**config.mk**
```make
export PLATFORM = sky130hd
export DESIGN_NAME = ip_endpoint_allow_filter_flat
export DESIGN_NICKNAME = d
export VERILOG_FILES = /design/src/rtl/ipaf_pkg.sv /design/src/rtl/ipaf_if.sv /design/src/rtl/ipaf_ctrl.sv /design/src/rtl/ipaf_dp.sv /design/src/rtl/ip_endpoint_allow_filter.sv /design/src/flat_wrapper.sv
export SDC_FILE = /design/constraint.sdc
export NUM_CORES = 2
export LEC_CHECK = 0
export BUFFER_PORTS_ARGS = -buffer_cell sky130_fd_sc_hd__buf_2
export CAP_MARGIN = 20
export CELL_PAD_IN_SITES_DETAIL_PLACEMENT = 1
export CELL_PAD_IN_SITES_GLOBAL_PLACEMENT = 1
export CORE_MARGIN = 8
export CORE_UTILIZATION = 53
export CTS_CLUSTER_SIZE = 20
export DETAILED_ROUTE_END_ITERATION = 16
export PLACE_DENSITY_LB_ADDON = 0.1
export SLEW_MARGIN = 20
export SYNTH_ARGS = -nofsm -noshare
export SYNTH_HDL_FRONTEND = slang
export SYNTH_SLANG_ARGS = --single-unit
export TNS_END_PERCENT = 50
```
**constraint.sdc**
```tcl
create_clock -name clk -period 4.6 [get_ports clk]
set_input_delay 0.69 -clock clk [delete_from_list [all_inputs] [get_ports clk]]
set_output_delay 0.69 -clock clk [all_outputs]
set_load 0.02 [all_outputs]
```
**src/rtl/ipaf_pkg.sv**
```systemverilog
// Shared types, codes and classification functions for the endpoint allow filter.
// No dependencies; every other file imports this package.
`timescale 1ns / 1ps
`default_nettype none

package ipaf_pkg;

    // Learned table geometry
    localparam int TABLE_DEPTH = 64;
    localparam int IDX_W = (TABLE_DEPTH > 1) ? $clog2(TABLE_DEPTH) : 1;
    localparam int CNT_W = $clog2(TABLE_DEPTH + 1);
    localparam int USED_W = 7;

    // Operation codes
    localparam logic OP_CHECK = 1'b0;
    localparam logic OP_LEARN = 1'b1;

    // Address family codes
    localparam logic [1:0] FAM_NONE  = 2'd0;
    localparam logic [1:0] FAM_V4    = 2'd1;
    localparam logic [1:0] FAM_V6    = 2'd2;
    localparam logic [1:0] FAM_OTHER = 2'd3;

    // Learn status codes
    localparam logic [1:0] LS_INSERTED = 2'd0;
    localparam logic [1:0] LS_PRESENT  = 2'd1;
    localparam logic [1:0] LS_FULL     = 2'd2;
    localparam logic [1:0] LS_IGNORED  = 2'd3;

    typedef enum logic [1:0] {
        ST_IDLE,
        ST_EVAL,
        ST_SCAN,
        ST_FINISH
    } ctrl_state_t;

    // Controller to datapath
    typedef struct packed {
        logic load;
        logic scan_start;
        logic scan_step;
        logic finish;
    } dp_cmd_t;

    // Datapath to controller
    typedef struct packed {
        logic need_scan;
        logic scan_done;
        logic out_free;
    } dp_status_t;

    // Fixed IPv4 allow ranges (host order address)
    function automatic logic v4_fixed_allowed(input logic [31:0] ip);
        logic [7:0] a;
        logic [7:0] b;
        a = ip[31:24];
        b = ip[23:16];
        return (a == 8'd10) || (a == 8'd127) || (a == 8'd25) || (a == 8'd26)
            || ((a == 8'd172) && (b[7:4] == 4'h1))
            || ((a == 8'd192) && (b == 8'd168))
            || ((a == 8'd169) && (b == 8'd254))
            || (ip == 32'hFFFF_FFFF)
            || ((a == 8'd100) && (b[7:6] == 2'b01));
    endfunction

    // Loopback, unique local and link local IPv6
    function automatic logic v6_allowed(input logic [63:0] hi, input logic [63:0] lo);
        logic [7:0] b0;
        logic [7:0] b1;
        b0 = hi[63:56];
        b1 = hi[55:48];
        return ((hi == 64'd0) && (lo == 64'd1))
            || ((b0 & 8'hFE) == 8'hFC)
            || ((b0 == 8'hFE) && ((b1 & 8'hC0) == 8'h80));
    endfunction

endpackage

`default_nettype wire

```
**src/rtl/ipaf_if.sv**
```systemverilog
// Request and response channel interfaces of the endpoint allow filter.
// Depends on ipaf_pkg for field widths.
`timescale 1ns / 1ps
`default_nettype none

interface ipaf_req_if;
    import ipaf_pkg::*;
    logic        valid;
    logic        ready;
    logic        operation;
    logic [1:0]  address_family;
    logic [63:0] address_high;
    logic [63:0] address_low;

    modport source (output valid, operation, address_family, address_high, address_low,
                    input ready);
    modport sink (input valid, operation, address_family, address_high, address_low,
                  output ready);
endinterface

interface ipaf_rsp_if;
    import ipaf_pkg::*;
    logic              valid;
    logic              ready;
    logic              allowed;
    logic [1:0]        learn_status;
    logic [USED_W-1:0] entries_used;

    modport source (output valid, allowed, learn_status, entries_used, input ready);
    modport sink (input valid, allowed, learn_status, entries_used, output ready);
endinterface

`default_nettype wire

```
**src/rtl/ipaf_ctrl.sv**
```systemverilog
// Controller state machine: sequences accept, evaluate, table scan and finish.
// Depends on ipaf_pkg for state, command and status types.
`timescale 1ns / 1ps
`default_nettype none

module ipaf_ctrl
    import ipaf_pkg::*;
(
    input  wire logic       clk,
    input  wire logic       rst_n,
    input  wire logic       req_valid,
    output logic            req_ready,
    input  dp_status_t      status,
    output dp_cmd_t         cmd
);

    ctrl_state_t state_reg;
    ctrl_state_t state_next;

    // State register
    always_ff @(posedge clk or negedge rst_n)
    begin
        if (!rst_n)
        begin
            state_reg <= ST_IDLE;
        end
        else
        begin
            state_reg <= state_next;
        end
    end

    // Next state and commands
    always_comb
    begin
        state_next = state_reg;
        cmd = '0;
        req_ready = 1'b0;
        unique case (state_reg)
            ST_IDLE:
            begin
                req_ready = 1'b1;
                if (req_valid)
                begin
                    cmd.load = 1'b1;
                    state_next = ST_EVAL;
                end
            end
            ST_EVAL:
            begin
                if (status.need_scan)
                begin
                    cmd.scan_start = 1'b1;
                    state_next = ST_SCAN;
                end
                else
                begin
                    state_next = ST_FINISH;
                end
            end
            ST_SCAN:
            begin
                cmd.scan_step = 1'b1;
                if (status.scan_done)
                begin
                    state_next = ST_FINISH;
                end
            end
            ST_FINISH:
            begin
                if (status.out_free)
                begin
                    cmd.finish = 1'b1;
                    state_next = ST_IDLE;
                end
            end
            default:
            begin
                state_next = ST_IDLE;
            end
        endcase
    end

endmodule

`default_nettype wire

```
**src/rtl/ipaf_dp.sv**
```systemverilog
// Datapath: item registers, fixed range checks, learned table memory and scan,
// and the result register. Depends on ipaf_pkg and the channel interfaces.
`timescale 1ns / 1ps
`default_nettype none

module ipaf_dp
    import ipaf_pkg::*;
(
    input  wire logic       clk,
    input  wire logic       rst_n,
    ipaf_req_if.sink        req,
    ipaf_rsp_if.source      rsp,
    input  dp_cmd_t         cmd,
    output dp_status_t      status
);

    // Item registers
    logic        op_reg;
    logic [1:0]  fam_reg;
    logic [63:0] hi_reg;
    logic [63:0] lo_reg;
    logic [31:0] ip;

    // Table state
    logic [31:0]      mem [TABLE_DEPTH];
    logic [31:0]      rd_data_reg;
    logic [IDX_W-1:0] rd_addr;
    logic [IDX_W-1:0] idx_reg;
    logic [IDX_W-1:0] idx_next;
    logic [CNT_W-1:0] count_reg;
    logic [CNT_W-1:0] count_next;
    logic             found_reg;
    logic             mem_we;
    logic             hit;
    logic             last;
    logic             fixed_hit;
    logic             table_full;

    // Result register
    logic              out_valid_reg;
    logic              allowed_reg;
    logic [1:0]        status_reg;
    logic [USED_W-1:0] used_reg;
    logic              allowed_next;
    logic [1:0]        status_next;

    assign ip         = lo_reg[31:0];
    assign fixed_hit  = v4_fixed_allowed(ip);
    assign table_full = (count_reg == CNT_W'(TABLE_DEPTH));
    assign hit        = (rd_data_reg == ip);
    assign last       = ((CNT_W'(idx_reg) + CNT_W'(1)) == count_reg);

    assign status.need_scan = (fam_reg == FAM_V4) && (count_reg != '0)
                              && ((op_reg == OP_LEARN) || !fixed_hit);
    assign status.scan_done = hit || last;
    assign status.out_free  = !out_valid_reg || rsp.ready;

    // Capture the accepted item
    always_ff @(posedge clk)
    begin
        if (cmd.load)
        begin
            op_reg  <= req.operation;
            fam_reg <= req.address_family;
            hi_reg  <= req.address_high;
            lo_reg  <= req.address_low;
        end
    end

    // Scan pointer: the read address follows its next value
    always_comb
    begin
        idx_next = idx_reg;
        if (cmd.scan_start)
        begin
            idx_next = '0;
        end
        else if (cmd.scan_step)
        begin
            idx_next = idx_reg + IDX_W'(1);
        end
    end
    assign rd_addr = idx_next;

    always_ff @(posedge clk or negedge rst_n)
    begin
        if (!rst_n)
        begin
            idx_reg   <= '0;
            found_reg <= 1'b0;
        end
        else
        begin
            idx_reg <= idx_next;
            if (cmd.load)
            begin
                found_reg <= 1'b0;
            end
            else if (cmd.scan_step)
            begin
                found_reg <= hit;
            end
        end
    end

    // Learned table: append at the fill count, read one entry a cycle
    assign mem_we = cmd.finish && (op_reg == OP_LEARN) && (fam_reg == FAM_V4)
                    && !found_reg && !table_full;

    always_ff @(posedge clk)
    begin
        if (mem_we)
        begin
            mem[count_reg[IDX_W-1:0]] <= ip;
        end
        rd_data_reg <= mem[rd_addr];
    end

    assign count_next = mem_we ? (count_reg + CNT_W'(1)) : count_reg;

    always_ff @(posedge clk or negedge rst_n)
    begin
        if (!rst_n)
        begin
            count_reg <= '0;
        end
        else
        begin
            count_reg <= count_next;
        end
    end

    // Form the result
    always_comb
    begin
        allowed_next = 1'b0;
        status_next  = LS_INSERTED;
        if (op_reg == OP_CHECK)
        begin
            unique case (fam_reg)
                FAM_NONE:  allowed_next = 1'b1;
                FAM_V4:    allowed_next = fixed_hit || found_reg;
                FAM_V6:    allowed_next = v6_allowed(hi_reg, lo_reg);
                FAM_OTHER: allowed_next = 1'b0;
                default:   allowed_next = 1'b0;
            endcase
        end
        else
        begin
            priority if (fam_reg != FAM_V4)
            begin
                status_next = LS_IGNORED;
            end
            else if (found_reg)
            begin
                status_next = LS_PRESENT;
            end
            else if (table_full)
            begin
                status_next = LS_FULL;
            end
            else
            begin
                status_next = LS_INSERTED;
            end
        end
    end

    // Hold the result until taken
    always_ff @(posedge clk or negedge rst_n)
    begin
        if (!rst_n)
        begin
            out_valid_reg <= 1'b0;
        end
        else if (cmd.finish)
        begin
            out_valid_reg <= 1'b1;
        end
        else if (rsp.ready)
        begin
            out_valid_reg <= 1'b0;
        end
    end

    always_ff @(posedge clk)
    begin
        if (cmd.finish)
        begin
            allowed_reg <= allowed_next;
            status_reg  <= status_next;
            used_reg    <= USED_W'(count_next);
        end
    end

    assign rsp.valid        = out_valid_reg;
    assign rsp.allowed      = allowed_reg;
    assign rsp.learn_status = status_reg;
    assign rsp.entries_used = used_reg;

    // Checks
    a_count_bound: assert property (@(posedge clk) disable iff (!rst_n)
        count_reg <= CNT_W'(TABLE_DEPTH))
        else $error("fill count above table depth");

    a_finish_free: assert property (@(posedge clk) disable iff (!rst_n)
        cmd.finish |-> (!out_valid_reg || rsp.ready))
        else $error("result loaded over an untaken item");

    a_insert_count: assert property (@(posedge clk) disable iff (!rst_n)
        mem_we |=> (count_reg == $past(count_reg) + CNT_W'(1)))
        else $error("insert did not advance fill count");

    a_scan_in_range: assert property (@(posedge clk) disable iff (!rst_n)
        cmd.scan_step |-> (CNT_W'(idx_reg) < count_reg))
        else $error("scan beyond filled entries");

endmodule

`default_nettype wire

```
**src/rtl/ip_endpoint_allow_filter.sv**
```systemverilog
// Endpoint allow filter: one result item per request item, in order. An item needs no
// table search when it is any non-IPv4 item, an IPv4 check in a fixed range, or any IPv4
// item while the learned table is empty. Otherwise the search reads k learned entries,
// where k (1 to the number of entries held when the item arrives) is the number read
// before a match or the last filled entry, through the single read port of the learned
// table, one entry per cycle. The finish step waits while the previous result is still
// untaken. The table fills from entry 0 upward and is never pruned, so a fill count
// replaces per-entry valid bits and no clearing pass follows reset. A new item is
// accepted while the previous result still waits in the output register.
// Depends on ipaf_pkg, ipaf_if, ipaf_ctrl and ipaf_dp.
`timescale 1ns / 1ps
`default_nettype none

module ip_endpoint_allow_filter
    import ipaf_pkg::*;
(
    input  wire logic   clk,
    input  wire logic   rst_n,
    ipaf_req_if.sink    req,
    ipaf_rsp_if.source  rsp
);

    dp_cmd_t    cmd;
    dp_status_t status;

    ipaf_ctrl u_ctrl (
        .clk       (clk),
        .rst_n     (rst_n),
        .req_valid (req.valid),
        .req_ready (req.ready),
        .status    (status),
        .cmd       (cmd)
    );

    ipaf_dp u_dp (
        .clk    (clk),
        .rst_n  (rst_n),
        .req    (req),
        .rsp    (rsp),
        .cmd    (cmd),
        .status (status)
    );

endmodule

`default_nettype wire
```
**src/flat_wrapper.sv**
```systemverilog
// flat-port wrapper written by rule: the top's interface ports become plain ports
module ip_endpoint_allow_filter_flat import ipaf_pkg::*;
  (clk, rst_n, req_valid, req_operation, req_address_family, req_address_high, req_address_low, req_ready, rsp_valid, rsp_allowed, rsp_learn_status, rsp_entries_used, rsp_ready);
  ipaf_req_if req_i ();
  ipaf_rsp_if rsp_i ();
  input  wire logic clk;
  input  wire logic rst_n;
  input wire logic [$bits(req_i.valid)-1:0] req_valid;
  input wire logic [$bits(req_i.operation)-1:0] req_operation;
  input wire logic [$bits(req_i.address_family)-1:0] req_address_family;
  input wire logic [$bits(req_i.address_high)-1:0] req_address_high;
  input wire logic [$bits(req_i.address_low)-1:0] req_address_low;
  output wire logic [$bits(req_i.ready)-1:0] req_ready;
  output wire logic [$bits(rsp_i.valid)-1:0] rsp_valid;
  output wire logic [$bits(rsp_i.allowed)-1:0] rsp_allowed;
  output wire logic [$bits(rsp_i.learn_status)-1:0] rsp_learn_status;
  output wire logic [$bits(rsp_i.entries_used)-1:0] rsp_entries_used;
  input wire logic [$bits(rsp_i.ready)-1:0] rsp_ready;
  assign req_i.valid = req_valid;
  assign req_i.operation = req_operation;
  assign req_i.address_family = req_address_family;
  assign req_i.address_high = req_address_high;
  assign req_i.address_low = req_address_low;
  assign req_ready = req_i.ready;
  assign rsp_valid = rsp_i.valid;
  assign rsp_allowed = rsp_i.allowed;
  assign rsp_learn_status = rsp_i.learn_status;
  assign rsp_entries_used = rsp_i.entries_used;
  assign rsp_i.ready = rsp_ready;
  ip_endpoint_allow_filter u_core (.clk(clk), .rst_n(rst_n), .req(req_i), .rsp(rsp_i));
endmodule
```
### After elaboration in Yosys (flattened, before gate mapping)

Memory sizes are Yosys's and may differ from the RTL's. A register that Yosys moved wholly into a read port is not among the register bits.
Cells that the tools add are included.

| storage, ports and cells | value |
|---|---|
| register bits after elaboration | 158 |
| latch bits | 0 |
| bits in writable memories | 2048 |
| bits in read-only memories | 0 |
| input port bits | 135 |
| word-level logic and storage cells | 109 |
| memories | 1 |

Memory list:

| memory | depth | bits a word | read ports | clocked after Yosys merged registers in | wr ports | RTL line | RTL |
|---|---|---|---|---|---|---|---|
| u_core.u_dp.mem | 64 | 32 | 1 | 1 | 1 | ipaf_dp.sv:25 | `logic [31:0] mem [TABLE_DEPTH];` |

| operators by class | value |
|---|---|
| add/sub/neg operators | 3 |
| multiply operators | 0 |
| div/mod/pow operators | 0 |
| $lt $le $gt $ge | 0 |
| equal/unequal tests | 30 |
| shifts and indexed selects | 0 |
| multiplexer cells | 26 |
| bitwise gates (word level) | 0 |
| reduce and logical (&&, ||, !) cells | 37 |

Operators with widths:

| kind | number |
|---|---|
| $eq 64x1->1 const B | 1 |
| $logic_not 64->1 | 1 |
| $eq 8x8->1 const B | 6 |
| $eq 32x32->1 | 1 |
| $eq 32x32->1 const B | 1 |
| $eq 8x5->1 const B | 2 |
| $eq 8x7->1 const B | 2 |
| $mux 1 | 15 |
| $eq 7x7->1 const B | 2 |
| $logic_or 1x1->1 | 14 |
| $logic_and 1x1->1 | 12 |
| $mux 2 | 6 |
| $mux 6 | 2 |
| $eq 2x2->1 const B | 5 |
| $eq 8x4->1 const B | 1 |
| $pmux 2 s4 | 1 |
| $add 6x1->7 const B | 1 |
| $add 7x1->7 const B | 1 |
| $eq 7x7->1 | 1 |
| $mux 7 | 1 |
| $reduce_bool 7->1 | 1 |
| $add 6x1->6 const B | 1 |
| $eq 2x1->1 const B | 3 |
| $ne 2x1->1 const B | 3 |
| other kinds (7) | 12 |

### Logic depth before layout (Yosys ltp)

| logic depth | value |
|---|---|
| word-level depth | 15 |
| depth in mapped cells | 15 |
| gate-level depth less buffers | 11 |

### Worst setup path after synthesis

Ideal clock, no wire load.

| timing path | value |
|---|---|
| path kind | input to register |
| start point | input port rsp_ready |
| end point | memory u_core.u_dp.mem[63][0] (enable) |
| arrival time | 3587 ps |
| required time | 4179 ps |
| slack | 592 ps |
| stages | 8 |
| buffers on the path | 2 |
| cell sequence | nand2b_1 -> and2_1 -> and4_1 -> clkbuf_1 -> and2_1 -> clkbuf_1 -> nand3_1 -> nor2_1 |

RTL lines:

| what | RTL line | RTL |
|---|---|---|
| start: declaration | flat_wrapper.sv:18 | `input wire logic [$bits(rsp_i.ready)-1:0] rsp_ready;` |
| end: declaration | ipaf_dp.sv:25 |  |

### Worst setup path in the final report

| timing path | value |
|---|---|
| start point | register u_core.u_dp.lo_reg[24] |
| end point | register u_core.u_dp.rd_data_reg[24] (read register of u_core.u_dp.mem) |

| on the way | value |
|---|---|
| cells in the longest elaborated chain, start to end | 15 |
| elaborated cells on any way between the ends | 27 |
| those cells by class | eq/ne (9); mux (3); reduce/logical (15) |

RTL lines:

| what | RTL line | RTL |
|---|---|---|
| start: declaration | ipaf_dp.sv:21 | `logic [63:0] lo_reg;` |
| start signal: assignment | ipaf_dp.sv:66 | `lo_reg <= req.address_low;` |
| $eq 8x4->1 or $eq 8x7->1 (tied branches) | ipaf_pkg.sv:58 | `return (a == 8'd10) \|\| (a == 8'd127) \|\| (a == 8'd25) \|\| (a == 8'd26)` |
| $logic_or 1x1->1 (3 in a row) | ipaf_pkg.sv:58 |  |
| $logic_or 1x1->1 | ipaf_pkg.sv:59 | `\|\| ((a == 8'd172) && (b[7:4] == 4'h1))` |
| $logic_or 1x1->1 | ipaf_pkg.sv:60 | `\|\| ((a == 8'd192) && (b == 8'd168))` |
| $logic_or 1x1->1 | ipaf_pkg.sv:61 | `\|\| ((a == 8'd169) && (b == 8'd254))` |
| $logic_or 1x1->1 | ipaf_pkg.sv:62 | `\|\| (ip == 32'hFFFF_FFFF)` |
| $logic_or 1x1->1 * | ipaf_pkg.sv:63 | `\|\| ((a == 8'd100) && (b[7:6] == 2'b01));` |
| $logic_not 1->1 * | ipaf_dp.sv:54 | `&& ((op_reg == OP_LEARN) \|\| !fixed_hit);` |
| $logic_or 1x1->1 * | ipaf_dp.sv:54 |  |
| $logic_and 1x1->1 * | ipaf_dp.sv:54 |  |
| $mux 1 * | ipaf_ctrl.sv:51 | `if (status.need_scan)` |
| $mux 1 * | ipaf_ctrl.sv:39 | `unique case (state_reg)` |
| $mux 6 * | ipaf_dp.sv:74 | `if (cmd.scan_start)` |
| end: declaration | ipaf_dp.sv:26 | `logic [31:0] rd_data_reg;` |

Mark *: on every way between the ends. The rest lies on a longest branch, timed or not.
A chain may end at the register's enable or synchronous reset.

==> flow_metrics.tcl <==
set metrics [dict create \
    final_core_util_pct 62.2 \
    grt_antenna_before_repair 25 \
    place_congestion 0.919 \
    p_sw_mw 29.9 \
    routed_via_density 6.69 \
    area_growth_syn_to_layout_pct 16.7 \
    critical_path_class "flop to flop" \
    cts_inserted_buffers 222 \
    wl_per_cell_um 37.0 \
    dp_cells 7438 \
    cp_data_required_time_ps 5380 \
    crit_start "u_core.u_dp.lo_reg[24]$_DFFE_PP_" \
    p_per_area_mw_per_mm2 738 \
    clk_pin_slew_ps 70 \
    hold_class "input pin to flop" \
    period_needed_ps 4650 \
    cts_tree "done" \
    total_power_mw 74.6 \
    slew_viol_final 0 \
    globalRouteTotalUtil_pct 33.1 \
    grt_pass1_wl_um 415000 \
    grt_overflow_total 0 \
    reg2reg_from "u_core.u_dp.lo_reg[24]$_DFFE_PP_" \
    cts.htree.levels 4 \
    rows 148 \
    syn_inst 5082 \
    rsz0062_at_grt "yes" \
    dieArea_mm2 0.177 \
    die_h_um 420 \
    grt_use_met2_pct 52.9 \
    fin_cells 7988 \
    p_int_mw 44.7 \
    synthSimpleGateAreaFrac_pct 4.58 \
    clock-root-buffer "clkbuf_16" \
    hold_violations 0 \
    hp-start "req_address_high[44]" \
    wl_um 296000 \
    finalClockSkew_ps 38.7 \
    start_kind "flop" \
    grt-busiest-layer "met2" \
    crit_path_end_kind "flop" \
    num_io_pins 147 \
    grt_pass1_vias 54613 \
    maxCapViolations 0 \
    hpwl_um 175000 \
    drt_iter0_markers 6800 \
    tightest_slew_ps 1060 \
    status "finished with violations" \
    grt_max_degree 101 \
    syn_area_mm2 0.0866 \
    ys_ff_latch 2238 \
    postRouteAntennaNets 0 \
    use_met1_pct 42.7 \
    drc 0 \
    r2r_end "u_core.u_dp.rd_data_reg[24]$_DFF_P_" \
    clk-insertion-delay-late_ps 870 \
    sequentialPowerShare_pct 32.1 \
    endpoint "u_core.u_dp.rd_data_reg[24]$_DFF_P_" \
    muxShareOfSynthArea_pct 7.67 \
    setup_violations 1 \
    static-leakage-power_nw 33.1 \
    core_mm2 0.163 \
    power.share.switching_pct 40.1 \
    p_comb_share_pct 44.2 \
    synth_edf_count 2189 \
    yosysSeqAreaShare_pct 77.1 \
    synth_top_family_by_area "compound AO/OA/AOI/OAI gates" \
    post-place-ws_ps 51.4 \
    peakVddDrop_uv 923 \
    syn_nets 5224 \
    synth_warnings 0 \
    syn_avg_cell_area_um2 17.0 \
    cts_max_path_buffers 3 \
    synth-xor-area-share_pct 0.516 \
    globalRouteMet3Util_pct 7.08 \
    die_x_um 420 \
    failed_checks "setup timing" \
    port_buffers 146 \
    clkSinkCount 2238 \
    worstPathArrival_ps 5430 \
    drive_above_1_share_pct 19.9 \
    fmax_mhz 215 \
    synth_fa_ha_area_share_pct 0.101 \
    nets 5753 \
    synth.area.top_cells "edfxtp_1, mux4_2, mux2i_1, a21oi_1, nand2_1" \
    reg2reg_slack_ps -50 \
    num_vias 53401 \
    ys.flop_type "edfxtp_1" \
    setup_ws_ps -49.5 \
    ys_types 79 \
    fin_crit_sh_pct 101 \
    synth_top_area_cell "edfxtp_1" \
    drtPass1Iterations 6 \
    slew_headroom_pct 29.3 \
    start_util_pct 53.3 \
    largest_register_ffs 2048 \
    synth_compound_area_share_pct 8.36 \
    clockPowerShare_pct 23.7 \
    crit_fanout 49 \
    yosysTopAreaCellShare_pct 75.9 \
    reg2reg_depth 10 \
    async_flop_share_pct 0.760 \
]
[metal layers]
layer | up-vias | share of wire [%]
met5 | - | 0.0024
met4 | 2 | 6.6
met3 | 747 | 9.3
met2 | 3142 | 47
li1 | 21433 | -
met1 | 28077 | 37
[synth_stat cells (22+ instances only)]
cell type / instances
o221ai_1: 34
o21ai_0: 296
edfxtp_1: 2189
a31oi_1: 48
a22oi_1: 59
mux2i_1: 161
a211o_1: 28
nor4_1: 43
dfxtp_1: 32
buf_1: 35
o2111ai_1: 23
o22ai_1: 41
clkbuf_1: 204
nand3_1: 81
a211oi_1: 32
o31a_1: 25
a221oi_1: 34
a32o_1: 53
o211ai_1: 30
o21ai_1: 22
mux4_2: 222
a221o_1: 34
xor2_1: 38
a21oi_1: 304
nor2_1: 312
buf_2: 82
nand4_1: 25
nand2_1: 405
[critical path, stage by stage, from the launching register on]
cell and delay [ps]:
edfxtp_1 590, or4b_1 670, nor4b_2 410, nor2_1 150, and2_1 360, a21oi_4 450
buf_12 340, a22oi_1 120, a211oi_1 700, o211ai_1 460, mux2i_1 230
[power groups by stage]
| stage | sequential [mW] | clock [mW] | combinational, mW |
|---|---|---|---|
| 5_1_grt | 24.0 | 18.4 | 34.1 |
| 2_1_floorplan | 24.6 | 0 | 16.9 |
| 6_report | 24.0 | 17.7 | 33.0 |
| 3_3_place_gp | 24.3 | 0 | 31.6 |
| 4_1_cts | 23.9 | 17.7 | 32.5 |
| 3_5_place_dp | 24.4 | 0 | 32.2 |
[layout make-up]
cell class | instances | area, µm²
Timing Repair Buffer | 636 | 5420
Sequential cell | 2238 | 66800
Multi-Input combinational cell | 2498 | 19100
Tap cell | 2175 | 2720
Clock buffer | 295 | 6070
Fill cell | 14263 | 61500
Inverter | 15 | 58.8
Antenna cell | 11 | 27.5
Clock inverter | 120 | 922
[what timing repair did]
action                                  in CTS  in global routing
setup buffers                                0                  0
endpoints found under the setup margin       0                  5
hold endpoints to repair                   140                  0
resized for setup                            0                  4
hold buffers                               124                  0
[per-stage QoR]
stage	hold WS [ps]	instance area (µm²)	setup TNS (ps)
final	53.0	101000	-49.5
after floorplan	394	86600	0
after global placement	538	92800	0
after global routing	30.1	101000	-205
after CTS	9.60	101000	0
after detailed placement	563	92800	0
[placed cells by master, fill, tap and decap left out, types with 20 or more instances in the layout]
cell and instances:
nand4_1 25, clkinv_2 41, a31oi_1 47, o221ai_1 34, xor2_1 36, clkbuf_1 52, mux2i_1 160, o2111ai_1 23
a32o_1 53, mux4_2 222, o22ai_1 39, o211ai_1 30, o21ai_1 20, nor2_4 68, o21ai_0 296, clkinv_1 54
dfxtp_1 32, nor4_1 43, nand3_1 81, a21oi_1 303, dlygate4sd3_1 124, nand2_1 403, a221oi_1 34, a211oi_1 31
edfxtp_1 2189, buf_4 311, a211o_1 28, clkbuf_16 225, o31a_1 25, buf_12 53, a221o_1 34, nor2_1 244
a22oi_1 59, buf_2 146
[cell families (layout without fill, tap and decap cells)]
| group | count (synthesis) | after routing |
|---|---|---|
| other cells | 0 | 11 |
| xor+xnor | 51 | 51 |
| mux | 386 | 386 |
| fa+ha+maj | 7 | 7 |
| flops | 2238 | 2238 |
| buf+inv | 346 | 1066 |
| simple gates | 930 | 930 |
| compound gates | 1124 | 1124 |
[worst min path at each step]
| stage | end | slack, ps | cells past startpoint |
|---|---|---|---|
| 2_1_floorplan | u_core.u_ctrl.state_reg[0]$_DFFE_PN0P_ | 390 | 0 |
| 4_1_cts | u_core.u_dp.hi_reg[44]$_DFFE_PP_ | 10 | 1 |
| 3_5_place_dp | u_core.u_ctrl.state_reg[0]$_DFFE_PN0P_ | 560 | 1 |
| 3_3_place_gp | u_core.u_ctrl.state_reg[0]$_DFFE_PN0P_ | 540 | 1 |
| 5_1_grt | u_core.u_dp.hi_reg[44]$_DFFE_PP_ | 30 | 1 |
| 6_report | u_core.u_dp.hi_reg[44]$_DFFE_PP_ | 50 | 1 |
No activity file was read; power rests on OpenSTA's default activity.
